[config.mk]
export PLATFORM = sky130hd
export DESIGN_NAME = base64_codec_scrambled_alphabet_unit
export DESIGN_NICKNAME = d
export VERILOG_FILES = /design/src/sv/cb64_pkg.sv /design/src/sv/cb64_front.sv /design/src/sv/cb64_queue.sv /design/src/sv/cb64_back.sv /design/src/sv/base64_codec_scrambled_alphabet_unit.sv
export SDC_FILE = /design/constraint.sdc
export NUM_CORES = 1
export LEC_CHECK = 0
export BUFFER_PORTS_ARGS = -buffer_cell sky130_fd_sc_hd__buf_2
export CORE_ASPECT_RATIO = 1.75
export CORE_MARGIN = 3
export CORE_UTILIZATION = 45
export CTS_CLUSTER_DIAMETER = 100
export DETAILED_ROUTE_END_ITERATION = 10
export PLACE_DENSITY = 0.77
export SYNTH_ARGS = -nofsm -noshare
export SYNTH_HDL_FRONTEND = slang
export SYNTH_SLANG_ARGS = --single-unit
[constraint.sdc]
create_clock -name clk -period 3.7 [get_ports clk]
set_clock_uncertainty 0.1 [all_clocks]
set_input_delay 0.555 -clock clk [delete_from_list [all_inputs] [get_ports clk]]
set_output_delay 0.555 -clock clk [all_outputs]
set_load 0.05 [all_outputs]
[src/sv/cb64_pkg.sv]
// Shared types, constants and alphabet functions for the scrambled base64 codec.
// No dependencies; used by every module of the codec.
`default_nettype none

package cb64_pkg;

    localparam int QUEUE_DEPTH_DEF = 2;

    localparam logic [8*64-1:0] ALPHABET =
        "tuvwxTUlmnopqrs7YZabcdefghij8yz0123456VWXkABCDEFGHIJKLMNOPQRS9+/";

    localparam logic [7:0] PAD_CHAR   = 8'd61;
    localparam logic [7:0] UPPER_BASE = 8'd155;
    localparam logic [7:0] LOWER_OFS  = 8'd64;
    localparam logic [7:0] DIGIT_OFS  = 8'd50;
    localparam logic [7:0] PLUS_CODE  = 8'd119;
    localparam logic [7:0] SLASH_CODE = 8'd121;

    localparam logic       MODE_ENCODE = 1'b0;
    localparam logic       MODE_DECODE = 1'b1;

    localparam logic [2:0] REG_MODE_ADDR = 3'd0;

    typedef struct packed {
        logic       wr;
        logic       mode;
    } cfg_t;

    typedef struct packed {
        logic [3:0][7:0] bytes;
        logic [1:0]      last_idx;
        logic            eom;
    } job_t;

    typedef struct packed {
        logic full;
        logic empty;
    } q_stat_t;

    function automatic logic [7:0] alpha_char(input logic [5:0] v);
        return ALPHABET[(63 - int'(v)) * 8 +: 8];
    endfunction

    function automatic logic [7:0] sym_to_char(input logic [5:0] v);
        logic [7:0] c;
        logic [7:0] r;
        c = alpha_char(v);
        if (c >= "A" && c <= "Z")
            r = UPPER_BASE - c;
        else if (c >= "a" && c <= "z")
            r = c - LOWER_OFS;
        else if (c >= "0" && c <= "9")
            r = c + DIGIT_OFS;
        else if (c == "+")
            r = PLUS_CODE;
        else if (c == "/")
            r = SLASH_CODE;
        else
            r = c;
        return r;
    endfunction

    // bit 6 set: unknown character
    function automatic logic [6:0] char_to_sym(input logic [7:0] d);
        logic [7:0] c;
        logic [6:0] r;
        if (d == SLASH_CODE)
            c = "/";
        else if (d == PLUS_CODE)
            c = "+";
        else if (d >= 8'd98 && d <= 8'd107)
            c = d - DIGIT_OFS;
        else if (d >= 8'd33 && d <= 8'd58)
            c = d + LOWER_OFS;
        else if (d >= "A" && d <= "Z")
            c = UPPER_BASE - d;
        else
            c = d;
        r = 7'b100_0000;
        for (int i = 0; i < 64; i++)
        begin
            if (c == alpha_char(6'(i)))
                r = {1'b0, 6'(i)};
        end
        return r;
    endfunction

endpackage

`default_nettype wire

[src/sv/cb64_front.sv]
// Front end: holds mode and group state, accepts items and builds result jobs.
// Depends on cb64_pkg.
`default_nettype none

module cb64_front (
    input  logic           clk,
    input  logic           rst_n,
    input  cb64_pkg::cfg_t cfg,
    output logic           mode,
    input  logic           in_valid,
    output logic           in_ready,
    input  logic [7:0]     data_in,
    input  logic           eom,
    input  logic           full,
    output logic           push,
    output cb64_pkg::job_t job
);
    import cb64_pkg::*;

    logic        mode_reg;
    logic [1:0]  phase_reg, phase_next;
    logic [23:0] acc_reg, acc_next;
    logic [1:0]  pad_reg, pad_next;
    logic [2:0]  cnt;
    logic        accept;
    logic [6:0]  sym;
    logic [23:0] shifted;
    logic [7:0]  prev;

    assign in_ready = !full;
    assign accept   = in_valid && !full;
    assign mode     = mode_reg;
    assign sym      = char_to_sym(data_in);
    assign shifted  = {acc_reg[17:0], sym[6] ? 6'd0 : sym[5:0]};
    assign prev     = acc_reg[7:0];

    always_comb
    begin
        phase_next = phase_reg;
        acc_next   = acc_reg;
        pad_next   = pad_reg;
        job.bytes  = '0;
        cnt        = 3'd0;
        if (mode_reg == MODE_ENCODE)
        begin
            unique case (phase_reg)
                2'd1:
                begin
                    job.bytes[0] = sym_to_char({prev[1:0], data_in[7:4]});
                    job.bytes[1] = sym_to_char({data_in[3:0], 2'b00});
                    job.bytes[2] = PAD_CHAR;
                    cnt          = eom ? 3'd3 : 3'd1;
                    acc_next     = {16'd0, data_in};
                    phase_next   = 2'd2;
                end
                2'd2:
                begin
                    job.bytes[0] = sym_to_char({prev[3:0], data_in[7:6]});
                    job.bytes[1] = sym_to_char(data_in[5:0]);
                    cnt          = 3'd2;
                    acc_next     = '0;
                    phase_next   = 2'd0;
                end
                default:
                begin
                    job.bytes[0] = sym_to_char(data_in[7:2]);
                    job.bytes[1] = sym_to_char({data_in[1:0], 4'b0000});
                    job.bytes[2] = PAD_CHAR;
                    job.bytes[3] = PAD_CHAR;
                    cnt          = eom ? 3'd4 : 3'd1;
                    acc_next     = {16'd0, data_in};
                    phase_next   = 2'd1;
                end
            endcase
        end
        else
        begin
            if (sym[6] && pad_reg != 2'd0)
                pad_next = pad_reg - 2'd1;
            job.bytes[0] = shifted[23:16];
            job.bytes[1] = shifted[15:8];
            job.bytes[2] = shifted[7:0];
            if (phase_reg == 2'd3)
            begin
                cnt        = (pad_next > 2'd2) ? 3'd3 : (pad_next > 2'd1) ? 3'd2 : 3'd1;
                acc_next   = '0;
                phase_next = 2'd0;
            end
            else
            begin
                acc_next   = shifted;
                phase_next = phase_reg + 2'd1;
            end
        end
        if (eom)
        begin
            phase_next = 2'd0;
            acc_next   = '0;
            pad_next   = 2'd3;
        end
        job.last_idx = 2'(cnt - 3'd1);
        job.eom      = eom;
    end

    assign push = accept && (cnt != 3'd0);

    always_ff @(posedge clk or negedge rst_n)
    begin
        if (!rst_n)
        begin
            mode_reg  <= MODE_ENCODE;
            phase_reg <= 2'd0;
            acc_reg   <= '0;
            pad_reg   <= 2'd3;
        end
        else if (cfg.wr)
        begin
            mode_reg  <= cfg.mode;
            phase_reg <= 2'd0;
            acc_reg   <= '0;
            pad_reg   <= 2'd3;
        end
        else if (accept)
        begin
            phase_reg <= phase_next;
            acc_reg   <= acc_next;
            pad_reg   <= pad_next;
        end
    end

endmodule

`default_nettype wire

[src/sv/cb64_queue.sv]
// Short job queue between front and back end, built from flops.
// Depends on cb64_pkg.
`default_nettype none

module cb64_queue #(
    parameter int DEPTH = cb64_pkg::QUEUE_DEPTH_DEF
) (
    input  logic              clk,
    input  logic              rst_n,
    input  logic              push,
    input  cb64_pkg::job_t    wr_job,
    input  logic              pop,
    output cb64_pkg::job_t    rd_job,
    output cb64_pkg::q_stat_t stat
);
    import cb64_pkg::*;

    localparam int PW = (DEPTH > 1) ? $clog2(DEPTH) : 1;
    localparam int CW = $clog2(DEPTH + 1);

    job_t          mem [DEPTH];
    logic [PW-1:0] wr_ptr_reg, rd_ptr_reg;
    logic [CW-1:0] count_reg;
    logic          do_push, do_pop;

    assign stat.full  = (count_reg == CW'(DEPTH));
    assign stat.empty = (count_reg == '0);
    assign do_push    = push && !stat.full;
    assign do_pop     = pop && !stat.empty;
    assign rd_job     = mem[rd_ptr_reg];

    function automatic logic [PW-1:0] bump(input logic [PW-1:0] p);
        return (p == PW'(DEPTH - 1)) ? '0 : p + PW'(1);
    endfunction

    always_ff @(posedge clk)
    begin
        if (do_push)
            mem[wr_ptr_reg] <= wr_job;
    end

    always_ff @(posedge clk or negedge rst_n)
    begin
        if (!rst_n)
        begin
            wr_ptr_reg <= '0;
            rd_ptr_reg <= '0;
            count_reg  <= '0;
        end
        else
        begin
            if (do_push)
                wr_ptr_reg <= bump(wr_ptr_reg);
            if (do_pop)
                rd_ptr_reg <= bump(rd_ptr_reg);
            if (do_push && !do_pop)
                count_reg <= count_reg + CW'(1);
            else if (do_pop && !do_push)
                count_reg <= count_reg - CW'(1);
        end
    end

endmodule

`default_nettype wire

[src/sv/cb64_back.sv]
// Back end: unpacks queued jobs into single result items behind an output register.
// Depends on cb64_pkg.
`default_nettype none

module cb64_back (
    input  logic              clk,
    input  logic              rst_n,
    input  cb64_pkg::job_t    job,
    input  cb64_pkg::q_stat_t stat,
    output logic              pop,
    output logic              out_valid,
    input  logic              out_ready,
    output logic [7:0]        out_data,
    output logic              out_last,
    output logic              out_done
);
    import cb64_pkg::*;

    logic       valid_reg;
    logic [7:0] data_reg;
    logic       last_reg;
    logic       done_reg;
    logic [1:0] sel_reg;
    logic       load;
    logic       at_end;

    assign load      = !valid_reg || out_ready;
    assign at_end    = (sel_reg == job.last_idx);
    assign pop       = load && !stat.empty && at_end;
    assign out_valid = valid_reg;
    assign out_data  = data_reg;
    assign out_last  = last_reg;
    assign out_done  = done_reg;

    always_ff @(posedge clk)
    begin
        if (load && !stat.empty)
        begin
            data_reg <= job.bytes[sel_reg];
            last_reg <= at_end;
            done_reg <= at_end && job.eom;
        end
    end

    always_ff @(posedge clk or negedge rst_n)
    begin
        if (!rst_n)
        begin
            valid_reg <= 1'b0;
            sel_reg   <= 2'd0;
        end
        else if (load)
        begin
            valid_reg <= !stat.empty;
            if (!stat.empty)
                sel_reg <= at_end ? 2'd0 : sel_reg + 2'd1;
        end
    end

endmodule

`default_nettype wire

[src/sv/base64_codec_scrambled_alphabet_unit.sv]
// Scrambled-alphabet base64 codec: one item in per cycle while the job queue has room,
// one result item out per cycle while m_tready is high; jobs pass the queue, then the
// output register. Intake is set by the one-result-per-cycle output: encoding takes
// three items per four results, fewer near a padded end; decoding one item per cycle.
// Asynchronous active-low reset: mode encode, group state cleared, pad budget three.
// Depends on cb64_pkg, cb64_front, cb64_queue, cb64_back.
`default_nettype none

module base64_codec_scrambled_alphabet_unit #(
    parameter int QUEUE_DEPTH = cb64_pkg::QUEUE_DEPTH_DEF
) (
    input  logic        clk,
    input  logic        rst_n,
    input  logic        s_tvalid,
    output logic        s_tready,
    input  logic [7:0]  s_tdata,   // [7:0] data_in
    input  logic        s_tlast,   // end_of_message
    output logic        m_tvalid,
    input  logic        m_tready,
    output logic [7:0]  m_tdata,   // [7:0] data_out
    output logic        m_tlast,   // last_of_run
    output logic        m_tuser,   // [0] message_done
    input  logic        psel,
    input  logic        penable,
    input  logic        pwrite,
    input  logic [2:0]  paddr,
    input  logic [31:0] pwdata,
    output logic [31:0] prdata,
    output logic        pready
);
    import cb64_pkg::*;

    cfg_t    cfg;
    logic    mode;
    logic    push;
    logic    pop;
    job_t    wr_job;
    job_t    rd_job;
    q_stat_t q_stat;

    assign pready   = 1'b1;
    assign cfg.wr   = psel && penable && pwrite && pready && (paddr[2] == REG_MODE_ADDR[2]);
    assign cfg.mode = pwdata[0];
    assign prdata   = (paddr[2] == REG_MODE_ADDR[2]) ? {31'd0, mode} : 32'd0;

    cb64_front u_front (
        .clk      (clk),
        .rst_n    (rst_n),
        .cfg      (cfg),
        .mode     (mode),
        .in_valid (s_tvalid),
        .in_ready (s_tready),
        .data_in  (s_tdata),
        .eom      (s_tlast),
        .full     (q_stat.full),
        .push     (push),
        .job      (wr_job)
    );

    cb64_queue #(
        .DEPTH (QUEUE_DEPTH)
    ) u_queue (
        .clk    (clk),
        .rst_n  (rst_n),
        .push   (push),
        .wr_job (wr_job),
        .pop    (pop),
        .rd_job (rd_job),
        .stat   (q_stat)
    );

    cb64_back u_back (
        .clk       (clk),
        .rst_n     (rst_n),
        .job       (rd_job),
        .stat      (q_stat),
        .pop       (pop),
        .out_valid (m_tvalid),
        .out_ready (m_tready),
        .out_data  (m_tdata),
        .out_last  (m_tlast),
        .out_done  (m_tuser)
    );

    a_done_on_last: assert property (@(posedge clk) disable iff (!rst_n)
        m_tvalid |-> (!m_tuser || m_tlast))
        else $error("message end flagged on a result that does not close its run");

    a_no_push_full: assert property (@(posedge clk) disable iff (!rst_n)
        push |-> !q_stat.full)
        else $error("job pushed into a full queue");

    a_no_pop_empty: assert property (@(posedge clk) disable iff (!rst_n)
        pop |-> !q_stat.empty)
        else $error("job popped from an empty queue");

endmodule

`default_nettype wire
==> run_results.csv, run 1 <==
group,metric,value,unit
status,outcome,"finished with violations",
status,violations,"setup timing",
global_routing,grt_pass1_vias,11700,
detailed_routing,initialDrtViolationCount,1302,
cells_and_area,nets,1771,
detailed_routing,drt_wl_total,41200,um
cells_and_area,largest_register_ff_count,56,
logic_synthesis,synth_adder_area_share,0.101,
setup_path,crit_arrival,5.01,ns
logic_synthesis,synth-async-reset-ratio,0.313,
detailed_routing,drc_errors,0,
logic_synthesis,synth_compound_gate_area_share,0.265,
die,initial_core_util,0.460,
job,maxCapViolations,0,
placed_design,place_congestion,0.972,
cts,clk_pin_slew,0.08,ns
power_and_ir_drop,leakagePower,6.86,nW
cells_and_area,syn_to_final_growth,53.8,%
cts,clock_latency,0.34,ns
global_routing,grt_usage,0.293,
logic_synthesis,synth_area,10500,um2
placed_design,port_buffers,30,
global_routing,grt_pass1_wl,60200,um
cts,cts_made_buffers,9,
power_and_ir_drop,pwr_density_cell,522,nW/um2
cts,clock-sinks,96,
setup_path,path_class,"input pin to flip-flop",
logic_synthesis,ys_seq_area_frac,0.260,
sta,slew_headroom,0.531,
global_routing,overflow,0,
cts,cts_max_level,3,
sta,max_freq,0.198,GHz
logic_synthesis,synth-simple-area-share,0.181,
placed_design,place_ws,-1.67,ns
cells_and_area,instances_no_fill,1941,
sta,tightest_slew,0.704,ns
sta,finalCritPeriodShare,1.36,
global_routing,grt_max_degree,39,
detailed_routing,wl_per_cell,21.2,um
sta,period_needed,5.05,ns
logic_synthesis,synthMuxAreaShare,0.0898,
sta,hold-worst-slack,0.153,ns
sta,rsz0062_at_grt,"true",
logic_synthesis,avgSynthCellArea,8.39,um2
detailed_routing,firstDrtPassIters,6,
detailed_routing,viasPerCell,6.24,
logic_synthesis,synth_top_family_by_area,"compound AO/OA/AOI/OAI gates",
logic_synthesis,ys.flop_type,"edfxtp_1",
die,dieArea,25300,um2
die,die_w,122,um
setup_path,crit_fanout,5,
cells_and_area,multi_input_area,8480,um2
logic_synthesis,ys_types,93,
die,core_area,22800,um2
logic_synthesis,yosys.area.top_type,"edfxtp_1",
cts,cts_tree,"done",
logic_synthesis,yosysTopAreaCellShare,0.189,
logic_synthesis,synth_edf_count,66,
logic_synthesis,synthXorXnorAreaFrac,0.0225,
cells_and_area,fill_cells,1546,
logic_synthesis,synth.area.top_cells,"edfxtp_1, ha_1, dfrtp_1",
die,pin_count,96,
die,std_cell_rows,73,
logic_synthesis,synthCells,1252,
sta,maxSlewViolCount,0,
power_and_ir_drop,peakVddDrop,0.333,mV
cells_and_area,n_antenna_cell,0,
setup_path,critPathLaunchType,"input pin",
setup_path,required,3.66,ns
placed_design,hpwlAfterDp,27300,um
logic_synthesis,ys_seq_elements,96,
cts,clock-root-buffer,"clkbuf_16",
sta,finalHoldViolCount,0,
logic_synthesis,yosys_warnings,0,
hold_path,hold_class,"input pin to asynchronous set/reset pin",
sta,setup_viol,97,
sta,tns,-89.30,ns
detailed_routing,ant_nets,0,
placed_design,placed_cells,1833,
sta,setup_ws,-1.35,ns
cts,clock_tree.buffer_depth,2,
die,die_h,208,um
cells_and_area,drive_gt1_frac,0.448,
detailed_routing,vias,12100,
global_routing,antenna_found_initial,0,
cells_and_area,seqCellArea,2740,um2
setup_path,worst_setup_path_end_kind,"flip-flop",
layout by cell type, fill, tap and decap left out, drive strengths merged, types with 16 or more instances in the layout:
master	netlist	routed
o21ai	107	107
mux2i	41	41
nor3	33	33
dfrtp	28	28
nand2	120	120
a22o	20	20
a211oi	23	23
nor2b	16	16
nand3	42	42
conb	2	32
ha	84	84
buf	59	452
nor2	92	92
a31oi	17	17
xnor2	20	20
edfxtp	66	66
inv	64	67
nand2b	16	16
a21oi	81	81
mux4	19	19
critical path, cell delays in order:
cell and delay (ns):
buf_8 0.10, clkinvlp_4 0.09, buf_4 0.12, ha_4 0.14
nand4b_4 0.11, or4_4 0.46, buf_6 0.16, a21oi_4 0.18
buf_6 0.12, a211o_1 0.22, buf_6 0.13, nand3b_1 0.12
buf_6 0.15, buf_12 0.11, or3_4 0.39, a221oi_4 0.31
o21ai_2 0.12, nand3_2 0.09, nor3_4 0.06, mux2i_1 0.14
o32a_1 0.20, ha_2 0.20, a21oi_4 0.20, buf_6 0.12
and2_4 0.23, clkbuf_16 0.18
layer usage:
layer  wire length, um  global-route usage
met4              3470               0.180
met3              2230              0.0264
met5                 0                   0
met1             13900               0.314
met2             21600               0.539
layout make-up:
cell class                      count  share of cell area
Clock inverter                      5             0.00325
Multi-Input combinational cell   1005               0.525
Sequential cell                    96               0.169
Tap cell                          300              0.0232
Inverter                           66              0.0185
Timing Repair Buffer              458               0.245
Clock buffer                       11              0.0163
report_power, final:
group | switching, mW | internal (mW) | leakage, nW | total [mW]
Combinational | 3.11 | 2.48 | 5.70 | 5.59
Clock | 0.437 | 0.535 | 0.155 | 0.972
Sequential | 0.236 | 1.64 | 1.00 | 1.87
Total | 3.78 | 4.65 | 6.86 | 8.43
path summary, 6_finish.rpt:
check / from / end / slack (ns) / depth (start not counted)
max: s_tdata[2] / u_queue.mem[1][8]$_DFFE_PP_ / -1.35 / 26
min: rst_n / u_back.out_valid$_DFFE_PN0N_ / 0.15 / 1
max reg2reg: u_front.acc_reg[0]$_DFFE_PN0P_ / u_queue.mem[1][3]$_DFFE_PP_ / 0 / 14
min reg2reg: u_queue.count_reg[1]$_DFFE_PN0P_ / u_queue.count_reg[1]$_DFFE_PN0P_ / 0.44 / 1
max in group asynchronous: rst_n / u_front.acc_reg[0]$_DFFE_PN0P_ / 2.84 / 1
min in group clk: pwdata[0] / u_front.mode$_DFFE_PN0P_ / 0.32 / 3
what timing repair did:
item,in CTS,in global routing
pin swaps,57,96
hold buffers,0,0
hold endpoints to repair,0,0
endpoints found under the setup margin,107,111
gates resized for setup,135,191
buffers inserted,51,42
cloned,4,4
cells in the mapped netlist, types with 22 or more instances:
library cell,instances
a211oi_1,22
a21oi_1,81
buf_4,34
clkbuf_1,56
dfrtp_1,28
edfxtp_1,66
ha_1,84
inv_1,63
mux2i_1,41
nand2_1,120
nand3_1,42
nor2_1,91
nor3_1,31
o21ai_0,103
stage by stage:
| stage | power, mW | util | cell area, um2 |
|---|---|---|---|
| 2_1_floorplan | 4.69 | - | 11200 |
| 3_3_place_gp | 6.20 | 0.593 | 13500 |
| 3_5_place_dp | 6.33 | 0.593 | 13500 |
| 4_1_cts | 7.67 | 0.656 | 15000 |
| 5_1_grt | 8.84 | 0.708 | 16200 |
| 6_report | 8.43 | 0.708 | 16200 |
cells by family (layout without fill, tap and decap cells):
family          count (synthesis)  count (layout)
other cells                     2              32
flops                          96              96
xor+xnor                       27              27
buf+inv                       181             540
fa+ha+maj                      85              85
mux                            69              69
compound gates                406             406
simple gates                  386             386
(Power assumes the default switching activity.)
==> run 2: changes to the inputs <==
CORE_UTILIZATION = 49   (was 45)
PLACE_DENSITY = 0.81   (was 0.77)
==> run 2 against run 1 <==
Effect of this change:
- the run still ends with setup timing left
- total power decreased by 2.5%
- sequential cell count is the same
- global-route usage up 2.2 points
- die area is 7.9% lower
- setup slack worse by 0.021 ns
- cell area shrank 3.5%
- critical path type unchanged
- largest cell class unchanged
- highest routed layer unchanged
==> run_results.csv, run 2 (same netlist as run 1, synthesis figures left out) <==
group,metric,value,unit
status,outcome,"finished with violations",
status,violations,"setup timing",
cells_and_area,stdcell_area,15600,um2
placed_design,port_buffers,30,
cells_and_area,layout.cells.most_common_list,"buf_4, nand2_1, nor2_1",
die,die_w,117,um
cells_and_area,drive_gt1_frac,0.437,
cells_and_area,syn_to_final_growth,48.4,%
setup_path,r2r_start,"u_front.acc_reg[0]$_DFFE_PN0P_",
detailed_routing,drc_errors,0,
die,dieArea,23300,um2
cells_and_area,instances_no_fill,1855,
sta,finalHoldViolCount,0,
cts,cts_made_buffers,9,
job,maxCapViolations,0,
cts,clock-sinks,96,
placed_design,place_congestion,0.997,
placed_design,placed_cells,1770,
setup_path,required,3.86,ns
global_routing,grt_pass1_wl,58500,um
cts,clock_latency,0.35,ns
placed_design,place_ws,-1.75,ns
sta,maxSlewViolCount,0,
cts,cts_max_level,3,
die,die_h,200,um
cells_and_area,final_util,0.742,
die,initial_core_util,0.500,
power_and_ir_drop,total_power,8.23,mW
cts,cts_tree,"done",
detailed_routing,vias,12500,
global_routing,grt_usage,0.315,
setup_path,crit_arrival,5.23,ns
detailed_routing,wl_per_cell,22.6,um
sta,setup_viol,111,
global_routing,grt_pass1_vias,11600,
cts,clk_pin_slew,0.08,ns
sta,max_freq,0.197,GHz
setup_path,worst_setup_path_end_kind,"flip-flop",
cells_and_area,n_antenna_cell,0,
cells_and_area,layout_commonest_cell,"buf_4",
detailed_routing,ant_nets,0,
cts,clock_tree.buffer_depth,2,
placed_design,hpwlAfterDp,26600,um
sta,tightest_slew,0.739,ns
setup_path,crit_fanout,5,
global_routing,antenna_found_initial,0,
sta,slew_headroom,0.505,
cells_and_area,largest_register_ff_count,56,
sta,rsz0062_at_grt,"true",
sta,setup_ws,-1.37,ns
die,core_area,21000,um2
global_routing,overflow,0,
placed_design,place_area,13300,um2
detailed_routing,viasPerCell,6.73,
die,pin_count,96,
setup_path,crit_start,"s_tdata[2]",
detailed_routing,initialDrtViolationCount,1480,
sta,period_needed,5.07,ns
sta,hold-worst-slack,0.154,ns
global_routing,grt_max_degree,44,
cts,clock-root-buffer,"clkbuf_16",
setup_path,path_class,"input pin to flip-flop",
detailed_routing,drt_wl_total,41900,um
power_and_ir_drop,peakVddDrop,0.301,mV
power_and_ir_drop,pwr_density_cell,527,nW/um2
hold_path,hold_class,"input pin to asynchronous set/reset pin",
detailed_routing,firstDrtPassIters,8,
sta,finalCritPeriodShare,1.37,
power_and_ir_drop,leakagePower,6.61,nW
die,std_cell_rows,70,
sta,tns,-90.51,ns
cells_and_area,nets,1733,
setup_path,critPathLaunchType,"input pin",
==> run 2: final cells by class <==
type / count / area, um2
timing repair buffer: 420 / 3500
inverter: 66 / 302
fill: 1237 / 5430
sequential: 96 / 2740
multi-input combinational: 1005 / 8450
clock inverter: 7 / 61.3
clock buffer: 9 / 225
tap: 252 / 315
==> run 2: power by group <==
group	switching [mW]	total [mW]	internal (mW)	leakage [nW]
Clock	0.453	0.923	0.470	0.140
Sequential	0.243	1.88	1.64	1.00
Combinational	3.12	5.42	2.30	5.47
==> run 2: routing by layer <==
layer  up-vias  part of all wire  global-route usage
li1       5340                 -                   -
met5         -                 0                   0
met2       951              0.51               0.571
met1      5856              0.33               0.334
met3       339             0.074              0.0355
met4         0             0.093               0.209
==> run 2: worst paths after layout <==
check / endpoint / slack, ns / cells after the start
setup / recovery: u_queue.count_reg[1]$_DFFE_PN0P_ / -1.37 / 23
hold / removal: u_queue.rd_ptr_reg$_DFFE_PN0P_ / 0.15 / 1
setup reg to reg: u_queue.mem[0][3]$_DFFE_PP_ / -0.01 / 15
hold reg to reg: u_front.acc_reg[15]$_DFFE_PN0P_ / 0.43 / 1
max in group asynchronous: u_front.acc_reg[1]$_DFFE_PN0P_ / 2.82 / 1
min in group clk: u_front.mode$_DFFE_PN0P_ / 0.32 / 3
==> run 2: critical path: stages <==
cell and delay (ns):
buf_8 0.10, clkinvlp_4 0.10, buf_6 0.11, ha_4 0.14
nand3b_1 0.13, a211o_1 0.35, a221oi_4 0.41, mux2_4 0.37
or2_4 0.28, buf_4 0.16, nor4_1 0.35, o21ai_1 0.16
a21oi_1 0.29, nand4bb_4 0.24, nor3_4 0.06, mux2_4 0.29
o211ai_1 0.13, ha_2 0.26, a21oi_4 0.08, ha_4 0.18
xor2_2 0.15, nor2_2 0.12, xor2_1 0.22
==> run 2: timing repair <==
action,4_1_cts,5_1_grt
gates cloned,2,4
resized for setup,156,141
setup buffers,36,36
endpoints found under the setup margin,105,111
pin swaps,69,69
hold buffers,0,0
